File: src/rtl/core/mau_pkg.sv
// shared types and constants of the multiply-accumulate unit
// no dependencies; used by every other file in rtl/core
package mau_pkg;

    localparam int unsigned WORD_W = 32;
    localparam int unsigned HALF_W = 16;
    localparam int unsigned ACC_W  = 64;
    // operands are widened by one bit so one signed multiplier serves all modes
    localparam int unsigned OPND_W = WORD_W + 1;
    localparam int unsigned MODE_W = 3;

    typedef enum logic [MODE_W-1:0] {
        MODE_MUL_S16   = 3'd0,
        MODE_MUL_U16   = 3'd1,
        MODE_MUL_S32   = 3'd2,
        MODE_MUL_U32   = 3'd3,
        MODE_MAC       = 3'd4,
        MODE_LOAD_LOW  = 3'd5,
        MODE_LOAD_HIGH = 3'd6,
        MODE_LOAD_FLAG = 3'd7
    } mode_t;

    // decoded operands, held between the input stage and the multiplier
    typedef struct packed {
        mode_t             mode;
        logic [OPND_W-1:0] opnd_a;
        logic [OPND_W-1:0] opnd_b;
        logic [WORD_W-1:0] load_word;
    } opnd_stage_t;

    // product, held between the multiplier and the accumulator
    typedef struct packed {
        mode_t             mode;
        logic [ACC_W-1:0]  product;
        logic [WORD_W-1:0] load_word;
    } prod_stage_t;

endpackage

File: src/rtl/core/mau_if.sv
// valid/ready channel interfaces of the multiply-accumulate unit
// depends on mau_pkg for field widths
interface mau_req_if;
    logic                              valid;
    logic                              ready;
    logic [mau_pkg::MODE_W-1:0]        mode;
    logic [mau_pkg::WORD_W-1:0]        operand_a;
    logic [mau_pkg::WORD_W-1:0]        operand_b;

    modport source (output valid, output mode, output operand_a, output operand_b,
                    input ready);
    modport sink (input valid, input mode, input operand_a, input operand_b,
                  output ready);
endinterface

interface mau_rsp_if;
    logic                              valid;
    logic                              ready;
    logic [mau_pkg::WORD_W-1:0]        acc_low;
    logic [mau_pkg::WORD_W-1:0]        acc_high;
    logic                              overflow;

    modport source (output valid, output acc_low, output acc_high, output overflow,
                    input ready);
    modport sink (input valid, input acc_low, input acc_high, input overflow,
                  output ready);
endinterface

File: src/rtl/core/mau_input_stage.sv
// input register: decodes the mode into widened multiplier operands
// depends on mau_pkg
module mau_input_stage
(
    input  logic                                clk,
    input  logic                                rst_n,
    input  logic                                up_valid,
    input  logic [mau_pkg::MODE_W-1:0]          mode,
    input  logic [mau_pkg::WORD_W-1:0]          operand_a,
    input  logic [mau_pkg::WORD_W-1:0]          operand_b,
    output logic                                up_ready,
    input  logic                                down_ready,
    output logic                                stage_valid,
    output mau_pkg::opnd_stage_t                stage
);

    logic                 valid_reg;
    logic                 valid_next;
    mau_pkg::opnd_stage_t stage_reg;
    mau_pkg::opnd_stage_t stage_next;
    logic                 load;

    assign up_ready = !valid_reg || down_ready;
    assign load     = up_valid && up_ready;

    always_comb
    begin
        stage_next           = '0;
        stage_next.mode      = mau_pkg::mode_t'(mode);
        stage_next.load_word = operand_a;
        unique case (mau_pkg::mode_t'(mode))
            mau_pkg::MODE_MUL_S16, mau_pkg::MODE_MAC:
            begin
                stage_next.opnd_a = {{(mau_pkg::OPND_W - mau_pkg::HALF_W){operand_a[15]}},
                                     operand_a[15:0]};
                stage_next.opnd_b = {{(mau_pkg::OPND_W - mau_pkg::HALF_W){operand_b[15]}},
                                     operand_b[15:0]};
            end
            mau_pkg::MODE_MUL_U16:
            begin
                stage_next.opnd_a = {{(mau_pkg::OPND_W - mau_pkg::HALF_W){1'b0}},
                                     operand_a[15:0]};
                stage_next.opnd_b = {{(mau_pkg::OPND_W - mau_pkg::HALF_W){1'b0}},
                                     operand_b[15:0]};
            end
            mau_pkg::MODE_MUL_S32:
            begin
                stage_next.opnd_a = {operand_a[31], operand_a};
                stage_next.opnd_b = {operand_b[31], operand_b};
            end
            mau_pkg::MODE_MUL_U32:
            begin
                stage_next.opnd_a = {1'b0, operand_a};
                stage_next.opnd_b = {1'b0, operand_b};
            end
            mau_pkg::MODE_LOAD_LOW, mau_pkg::MODE_LOAD_HIGH, mau_pkg::MODE_LOAD_FLAG:
            begin
                stage_next.opnd_a = '0;
                stage_next.opnd_b = '0;
            end
        endcase
    end

    assign valid_next = load ? 1'b1 : (valid_reg && !down_ready);

    always_ff @(posedge clk or negedge rst_n)
    begin
        if (!rst_n)
        begin
            valid_reg <= 1'b0;
        end
        else
        begin
            valid_reg <= valid_next;
        end
    end

    always_ff @(posedge clk)
    begin
        if (load)
        begin
            stage_reg <= stage_next;
        end
    end

    assign stage_valid = valid_reg;
    assign stage       = stage_reg;

endmodule

File: src/rtl/core/mau_mul_stage.sv
// multiplier stage: one 33x33 signed multiply, product registered
// depends on mau_pkg
module mau_mul_stage
(
    input  logic                 clk,
    input  logic                 rst_n,
    input  logic                 up_valid,
    input  mau_pkg::opnd_stage_t up_stage,
    output logic                 up_ready,
    input  logic                 down_ready,
    output logic                 stage_valid,
    output mau_pkg::prod_stage_t stage
);

    logic                                  valid_reg;
    logic                                  valid_next;
    mau_pkg::prod_stage_t                  stage_reg;
    mau_pkg::prod_stage_t                  stage_next;
    logic signed [2*mau_pkg::OPND_W-1:0]   full_product;
    logic                                  load;

    assign up_ready = !valid_reg || down_ready;
    assign load     = up_valid && up_ready;

    assign full_product = $signed(up_stage.opnd_a) * $signed(up_stage.opnd_b);

    always_comb
    begin
        stage_next.mode      = up_stage.mode;
        stage_next.product   = full_product[mau_pkg::ACC_W-1:0];
        stage_next.load_word = up_stage.load_word;
    end

    assign valid_next = load ? 1'b1 : (valid_reg && !down_ready);

    always_ff @(posedge clk or negedge rst_n)
    begin
        if (!rst_n)
        begin
            valid_reg <= 1'b0;
        end
        else
        begin
            valid_reg <= valid_next;
        end
    end

    always_ff @(posedge clk)
    begin
        if (load)
        begin
            stage_reg <= stage_next;
        end
    end

    assign stage_valid = valid_reg;
    assign stage       = stage_reg;

endmodule

File: src/rtl/core/mau_acc_stage.sv
// accumulator stage: holds the 64-bit accumulator and sticky flag,
// which double as the result register; depends on mau_pkg
module mau_acc_stage
(
    input  logic                         clk,
    input  logic                         rst_n,
    input  logic                         up_valid,
    input  mau_pkg::prod_stage_t         up_stage,
    output logic                         up_ready,
    input  logic                         down_ready,
    output logic                         out_valid,
    output logic [mau_pkg::ACC_W-1:0]    acc,
    output logic                         overflow
);

    logic                       valid_reg;
    logic                       valid_next;
    logic [mau_pkg::ACC_W-1:0]  acc_reg;
    logic [mau_pkg::ACC_W-1:0]  acc_next;
    logic                       ovf_reg;
    logic                       ovf_next;
    logic [mau_pkg::ACC_W-1:0]  sum;
    logic                       sum_ovf;
    logic                       load;

    assign up_ready = !valid_reg || down_ready;
    assign load     = up_valid && up_ready;

    // wrapping add; overflow when addends agree in sign and the sum does not
    assign sum     = acc_reg + up_stage.product;
    assign sum_ovf = !(acc_reg[mau_pkg::ACC_W-1] ^ up_stage.product[mau_pkg::ACC_W-1])
                     && (acc_reg[mau_pkg::ACC_W-1] ^ sum[mau_pkg::ACC_W-1]);

    always_comb
    begin
        acc_next = acc_reg;
        ovf_next = ovf_reg;
        if (load)
        begin
            unique case (up_stage.mode)
                mau_pkg::MODE_MUL_S16, mau_pkg::MODE_MUL_U16,
                mau_pkg::MODE_MUL_S32, mau_pkg::MODE_MUL_U32:
                begin
                    acc_next = up_stage.product;
                end
                mau_pkg::MODE_MAC:
                begin
                    acc_next = sum;
                    ovf_next = ovf_reg || sum_ovf;
                end
                mau_pkg::MODE_LOAD_LOW:
                begin
                    acc_next = {acc_reg[mau_pkg::ACC_W-1:mau_pkg::WORD_W], up_stage.load_word};
                end
                mau_pkg::MODE_LOAD_HIGH:
                begin
                    acc_next = {up_stage.load_word, acc_reg[mau_pkg::WORD_W-1:0]};
                end
                mau_pkg::MODE_LOAD_FLAG:
                begin
                    ovf_next = up_stage.load_word[0];
                end
            endcase
        end
    end

    assign valid_next = load ? 1'b1 : (valid_reg && !down_ready);

    always_ff @(posedge clk or negedge rst_n)
    begin
        if (!rst_n)
        begin
            valid_reg <= 1'b0;
            acc_reg   <= '0;
            ovf_reg   <= 1'b0;
        end
        else
        begin
            valid_reg <= valid_next;
            acc_reg   <= acc_next;
            ovf_reg   <= ovf_next;
        end
    end

    assign out_valid = valid_reg;
    assign acc       = acc_reg;
    assign overflow  = ovf_reg;

endmodule

File: src/rtl/core/multiply_accumulate_unit.sv
// multiply-accumulate unit: each word passes the input, multiplier and accumulate
// registers in turn before its response word is valid; throughput one word per
// cycle while rsp.ready is high, the accumulate loop closing in the last stage
// rst_n is asynchronous, active low: clears all stage valids, the 64-bit
// accumulator and the sticky overflow flag
// depends on mau_pkg, mau_if, mau_input_stage, mau_mul_stage, mau_acc_stage
module multiply_accumulate_unit
(
    input  logic      clk,
    input  logic      rst_n,
    mau_req_if.sink   req,
    mau_rsp_if.source rsp
);

    // stage 1: mode decode into widened operands
    logic                       in_ready;
    logic                       opnd_valid;
    mau_pkg::opnd_stage_t       opnd_stage;

    // stage 2: 33x33 signed multiplier
    logic                       mul_ready;
    logic                       prod_valid;
    mau_pkg::prod_stage_t       prod_stage;

    // stage 3: accumulator, also the response register
    logic                       acc_ready;
    logic                       acc_fire;
    logic [mau_pkg::ACC_W-1:0]  acc;
    logic                       overflow;
    logic                       out_valid;

    mau_input_stage u_input
    (
        .clk         (clk),
        .rst_n       (rst_n),
        .up_valid    (req.valid),
        .mode        (req.mode),
        .operand_a   (req.operand_a),
        .operand_b   (req.operand_b),
        .up_ready    (in_ready),
        .down_ready  (mul_ready),
        .stage_valid (opnd_valid),
        .stage       (opnd_stage)
    );

    mau_mul_stage u_mul
    (
        .clk         (clk),
        .rst_n       (rst_n),
        .up_valid    (opnd_valid),
        .up_stage    (opnd_stage),
        .up_ready    (mul_ready),
        .down_ready  (acc_ready),
        .stage_valid (prod_valid),
        .stage       (prod_stage)
    );

    mau_acc_stage u_acc
    (
        .clk        (clk),
        .rst_n      (rst_n),
        .up_valid   (prod_valid),
        .up_stage   (prod_stage),
        .up_ready   (acc_ready),
        .down_ready (rsp.ready),
        .out_valid  (out_valid),
        .acc        (acc),
        .overflow   (overflow)
    );

    // a word updates the accumulator on the edge it leaves the multiplier
    assign acc_fire = prod_valid && acc_ready;

    // each stage moves when the next is empty or moving, so a waiting
    // response only stalls the pipe once every stage is full
    assign req.ready    = in_ready;
    assign rsp.valid    = out_valid;
    assign rsp.acc_low  = acc[mau_pkg::WORD_W-1:0];
    assign rsp.acc_high = acc[mau_pkg::ACC_W-1:mau_pkg::WORD_W];
    assign rsp.overflow = overflow;

`ifndef SYNTHESIS
    // the sticky flag only clears through a load-flag word
    assert property (@(posedge clk) disable iff (!rst_n)
        (!overflow && $past(overflow)) |->
            $past(acc_fire && (prod_stage.mode == mau_pkg::MODE_LOAD_FLAG)))
    else $error("overflow flag cleared without a load-flag word");

    // the accumulator only moves when a word passes the accumulate stage
    assert property (@(posedge clk) disable iff (!rst_n)
        !$past(acc_fire) |-> $stable(acc))
    else $error("accumulator changed without an accumulate step");

    // the input only backs up when all three stages hold a word
    assert property (@(posedge clk) disable iff (!rst_n)
        !in_ready |-> (opnd_valid && prod_valid && out_valid))
    else $error("request stalled with an empty stage");
`endif

endmodule

File: src/flat_wrapper.sv
// flat-port wrapper written by rule: the top's interface ports become plain ports
module multiply_accumulate_unit_flat 
  (clk, rst_n, req_valid, req_mode, req_operand_a, req_operand_b, req_ready, rsp_valid, rsp_acc_low, rsp_acc_high, rsp_overflow, rsp_ready);
  mau_req_if req_i ();
  mau_rsp_if rsp_i ();
  input  logic clk;
  input  logic rst_n;
  input wire logic [$bits(req_i.valid)-1:0] req_valid;
  input wire logic [$bits(req_i.mode)-1:0] req_mode;
  input wire logic [$bits(req_i.operand_a)-1:0] req_operand_a;
  input wire logic [$bits(req_i.operand_b)-1:0] req_operand_b;
  output wire logic [$bits(req_i.ready)-1:0] req_ready;
  output wire logic [$bits(rsp_i.valid)-1:0] rsp_valid;
  output wire logic [$bits(rsp_i.acc_low)-1:0] rsp_acc_low;
  output wire logic [$bits(rsp_i.acc_high)-1:0] rsp_acc_high;
  output wire logic [$bits(rsp_i.overflow)-1:0] rsp_overflow;
  input wire logic [$bits(rsp_i.ready)-1:0] rsp_ready;
  assign req_i.valid = req_valid;
  assign req_i.mode = req_mode;
  assign req_i.operand_a = req_operand_a;
  assign req_i.operand_b = req_operand_b;
  assign req_ready = req_i.ready;
  assign rsp_valid = rsp_i.valid;
  assign rsp_acc_low = rsp_i.acc_low;
  assign rsp_acc_high = rsp_i.acc_high;
  assign rsp_overflow = rsp_i.overflow;
  assign rsp_i.ready = rsp_ready;
  multiply_accumulate_unit u_core (.clk(clk), .rst_n(rst_n), .req(req_i), .rsp(rsp_i));
endmodule
File: config.mk
export PLATFORM = sky130hd
export DESIGN_NAME = multiply_accumulate_unit_flat
export DESIGN_NICKNAME = d
export VERILOG_FILES = /design/src/rtl/core/mau_pkg.sv /design/src/rtl/core/mau_if.sv /design/src/rtl/core/mau_input_stage.sv /design/src/rtl/core/mau_mul_stage.sv /design/src/rtl/core/mau_acc_stage.sv /design/src/rtl/core/multiply_accumulate_unit.sv /design/src/flat_wrapper.sv
export SDC_FILE = /design/constraint.sdc
export NUM_CORES = 2
export LEC_CHECK = 0
export ABC_AREA = 0
export BUFFER_PORTS_ARGS = -buffer_cell sky130_fd_sc_hd__clkbuf_2
export CAP_MARGIN = 20
export CORE_UTILIZATION = 40
export DETAILED_ROUTE_END_ITERATION = 10
export SLEW_MARGIN = 20
export SYNTH_ARGS = -nofsm -noshare
export SYNTH_HDL_FRONTEND = slang
export SYNTH_HIERARCHICAL = 1
export SYNTH_SLANG_ARGS = --single-unit
File: constraint.sdc
create_clock -name clk -period 14.7 [get_ports clk]
set_input_delay 1.47 -clock clk [delete_from_list [all_inputs] [get_ports clk]]
set_output_delay 1.47 -clock clk [all_outputs]
set_load 0.05 [all_outputs]
==> results by stage <==
Logic synthesis:
- During synthesis, Yosys emitted a total of 6 warnings.
- The area of the mapped netlist is 52440 um2.
- The number of enable-type register cells in the synthesized netlist is 200.
- Measured against the total synthesized area, the mux share comes to 0.002291.
- The number of instances in the synthesized netlist is 5410.
- The flip-flop cell with the highest count after synthesis is sky130_fd_sc_hd__edfxtp_1.
- The net count after synthesis is 6882.
- The count of state elements after synthesis is 268.
- The proportion of synthesized chip area in sequential cells is 0.1470.
- The number of distinct library cells after synthesis is 98.
- The compound-gate portion of the synthesized area came to 0.08253.
- The dominant combinational cell family by area after synthesis is adder cells.
- The mean instance size in the synthesized netlist is 9.693 um2.
- Of the total synthesized cell area, the portion taken by AND, OR, NAND and NOR gates is 0.1506.
- The share of flip-flops with an asynchronous set or reset after synthesis is 0.2537.
- The share of synthesized cell area in full adder, half adder and majority cells is 0.4955.
- Of the total synthesized cell area, the portion taken by XOR and XNOR cells is 0.02188.

Run status:
- The flow ran to the end, and the final reports show no timing, DRC or antenna violations.

Timing:
- The number of slew-limit violations in the final report is 0.
- The worst slew margin relative to its limit is 0.2554.
- The final setup skew is 0.05557 ns.
- For this run, the top clock speed supported by timing is 0.09887 GHz.
- The final count of hold timing violations is 0.
- The share of the clock period used by the worst path is 0.6880.
- The summed negative setup slack over all endpoints is 0 ns.
- The pin slew with the least headroom to its limit is 1.117 ns.
- Setup repair after global routing left no endpoint under its margin.
- Setup violations remaining at the end of the flow were counted as 0.
- The post-route minimum period is 10.11 ns.

CTS:
- The clock-pin slew on the worst setup and hold paths is 0.06 ns.
- For the worst-skew pair, the clock arrives at the later sink with an insertion delay of 0.58 ns.
- The master cell of the clock root buffer is sky130_fd_sc_hd__clkbuf_16.
- Counting every sink on the clock net gives 268.
- The number of buffers created by CTS is 35.
- The H-tree depth is 2.
- The number of buffers inserted for hold repair after clock tree synthesis is 0.
- In this run the post-CTS setup repair buffer count came out at 0.
- The CTS tree is yes.
- The longest clock path from root to sink contains 3 buffers.
- The number of gates given a new drive strength after cts is 0.

Cells and area:
- The share of post-route cells with drive strength above 1 is 0.06107.
- At the end of the flow, the number of nets in the layout was 6849.
- The area growth from synthesis to layout is 6.934%.
- The flip-flop count of the largest register after layout is 101.

Worst setup path:
- At the worst endpoint, the required time is 14.99 ns.
- STA classifies the critical path endpoint as a flip-flop.
- The worst setup path is launched from a flip-flop.
- Data on the critical path arrives at its endpoint at 10.40 ns.
- In this run the worst path has a maximum fanout of 33.
- The critical path is of the flip-flop to flip-flop type.

Routing:
- Summed over all layers, the routed wires come to 164.8 mm.
- Using the TritonRoute via totals, the vias-per-cell ratio works out to 5.358.
- The remaining number of nets flagged by the antenna check after routing is 0.
- The DRC violations left is 0.
- The total number of vias is 38330.
- Dividing the detail-routed wire length by the instance count gives 23.03 um.
- The pre-antenna-repair detailed-routing pass consisted of 8 iterations.
- The detailed router's first-iteration violation count is 3315.

Global routing:
- The number of antenna violations at the first check in global routing is 14.
- The pin count of the biggest net entering global routing is 71.
- Across every metal layer, demand over resource in global routing totals 0.2538.
- The first global-routing pass estimated 251.2 mm of wire.
- The via count of the first global-routing pass is 40230.
- Global routing finished with a remaining overflow of 0.

Run:
- The number of max-cap violations is 0.

Floorplan:
- The die covers 132600 um2.
- The starting density of the core is 0.4040.
- The total core area is 129800 um2.
- The die outline width is 364.1 um.
- The initialized floorplan defines 132 standard-cell rows.
- 138 I/O pins were placed.
- The die is 364.1 um tall.

Min path:
- The tightest min-delay check is of the flip-flop to flip-flop type.

Placed design:
- After legalization and detailed placement, the total HPWL measured 125.2 mm.
- The routability congestion estimate is 0.9314.
- The number of port buffers is 137.
-- layer usage --
metal  wire (um)  global-route usage
met1       70210              0.3535
met2       75030              0.4029
met3       13400             0.04128
met4        6080             0.08304
met5          34                   0
-- worst max-delay path, cell delays in order, from the launching register on --
cell and delay [ns]:
sky130_fd_sc_hd__edfxtp_1 1.04, sky130_fd_sc_hd__and2_1 0.26, sky130_fd_sc_hd__fa_1 0.50, sky130_fd_sc_hd__fa_1 0.56, sky130_fd_sc_hd__fa_1 0.94, sky130_fd_sc_hd__inv_1 0.25
sky130_fd_sc_hd__fa_1 0.85, sky130_fd_sc_hd__inv_1 0.39, sky130_fd_sc_hd__fa_1 0.57, sky130_fd_sc_hd__fa_1 0.53, sky130_fd_sc_hd__fa_1 0.50, sky130_fd_sc_hd__inv_1 0.05
sky130_fd_sc_hd__fa_1 0.48, sky130_fd_sc_hd__inv_1 0.05, sky130_fd_sc_hd__ha_1 0.39, sky130_fd_sc_hd__a21o_1 0.27, sky130_fd_sc_hd__or4_1 0.41, sky130_fd_sc_hd__a21oi_1 0.19
sky130_fd_sc_hd__o211ai_1 0.12, sky130_fd_sc_hd__a32o_1 0.29, sky130_fd_sc_hd__a31oi_2 0.25, sky130_fd_sc_hd__o211ai_1 0.17, sky130_fd_sc_hd__a211oi_1 0.42, sky130_fd_sc_hd__o21ai_0 0.19
sky130_fd_sc_hd__xor2_1 0.16
-- layout by cell type (no fill, tap or decap), drive strengths merged, types with 9 or more instances in the layout --
cell type / n
o31ai: 10
a31oi: 28
nor3: 26
o211ai: 12
and2: 594
a22o: 9
nor2b: 39
nand4: 31
ha: 275
xor2: 45
o21bai: 24
buf: 83
nand2b: 20
clkbuf: 177
xnor2: 86
o21a: 24
nand3: 29
nand2: 677
a21o: 108
nor2: 115
fa: 1126
a211oi: 13
mux2i: 12
and3: 19
dfrtp: 68
a221oi: 19
inv: 1096
edfxtp: 200
o21ai: 133
a21oi: 173
clkinv: 9
o22ai: 16
-- metrics by stage --
step | cell area [um2] | utilization | hold slack, ns | setup WS, ns | cells
5_1_grt | 56060 | 0.4318 | 0.3935 | 4.023 | 7146
4_1_cts | 56060 | 0.4318 | 0.3856 | 4.623 | 7146
3_3_place_gp | 54770 | 0.4219 | 0.4015 | 4.803 | 7082
6_report | 56080 | 0.4320 | 0.3928 | 4.586 | 7154
3_5_place_dp | 54770 | 0.4219 | 0.4045 | 4.700 | 7082
2_1_floorplan | 52440 | - | 0.4003 | 6.087 | 5410
-- final timing paths --
path | from | to | slack [ns] | cells after the start
setup / recovery | u_core/u_input/stage[34]$_DFFE_PP_ | u_core/u_mul/stage[94]$_DFFE_PP_ | 4.59 | 24
hold / removal | u_core/u_input/stage[24]$_DFFE_PP_ | u_core/u_mul/stage[24]$_DFFE_PP_ | 0.39 | 0
setup reg to reg | u_core/u_input/stage[34]$_DFFE_PP_ | u_core/u_mul/stage[94]$_DFFE_PP_ | 4.59 | 24
hold reg to reg | u_core/u_input/stage[24]$_DFFE_PP_ | u_core/u_mul/stage[24]$_DFFE_PP_ | 0.39 | 0
max in group asynchronous | rst_n | u_core/u_acc/acc[57]$_DFFE_PN0P_ | 12.88 | 2
min in group asynchronous | rst_n | u_core/u_acc/out_valid$_DFF_PN0_ | 1.15 | 2
-- layout make-up --
class | count | area [um2]
antenna | 8 | 20.02
clock buffer | 41 | 898.4
clock inverter | 23 | 385.4
fill | 12620 | 73740
inverter | 1091 | 4095
multi-input combinational | 3762 | 39490
sequential | 268 | 7707
tap | 1742 | 2180
timing repair buffer | 219 | 1301
-- cells in the mapped netlist, types with 68 or more instances --
cell type                  instances  area (um2)
sky130_fd_sc_hd__xnor2_1          86       753.2
sky130_fd_sc_hd__edfxtp_1        200        6006
sky130_fd_sc_hd__nand2_1         677        2541
sky130_fd_sc_hd__nor2_1          115       431.7
sky130_fd_sc_hd__dfrtp_1          68        1702
sky130_fd_sc_hd__o21ai_0         123       615.6
sky130_fd_sc_hd__a21oi_1         167       835.8
sky130_fd_sc_hd__and2_1          594        3716
sky130_fd_sc_hd__inv_1          1090        4091
sky130_fd_sc_hd__fa_1           1126       22540
sky130_fd_sc_hd__a21o_1          106       795.8
sky130_fd_sc_hd__clkbuf_1        266       998.5
sky130_fd_sc_hd__ha_1            275        3441
-- cells by family (layout without fill, tap and decap cells) --
group,count (synthesis),in the layout
AO/OA/AOI/OAI,640,640
XOR/XNOR,131,131
multiplexers,12,12
AND/OR/NAND/NOR,1578,1578
adder cells (fa/ha/maj),1401,1401
flip-flops,268,268
buffers and inverters,1380,1374
other,0,8
Power is not shown: default switching activity piles up to over one toggle a cycle in this logic, so the estimate is an artifact.
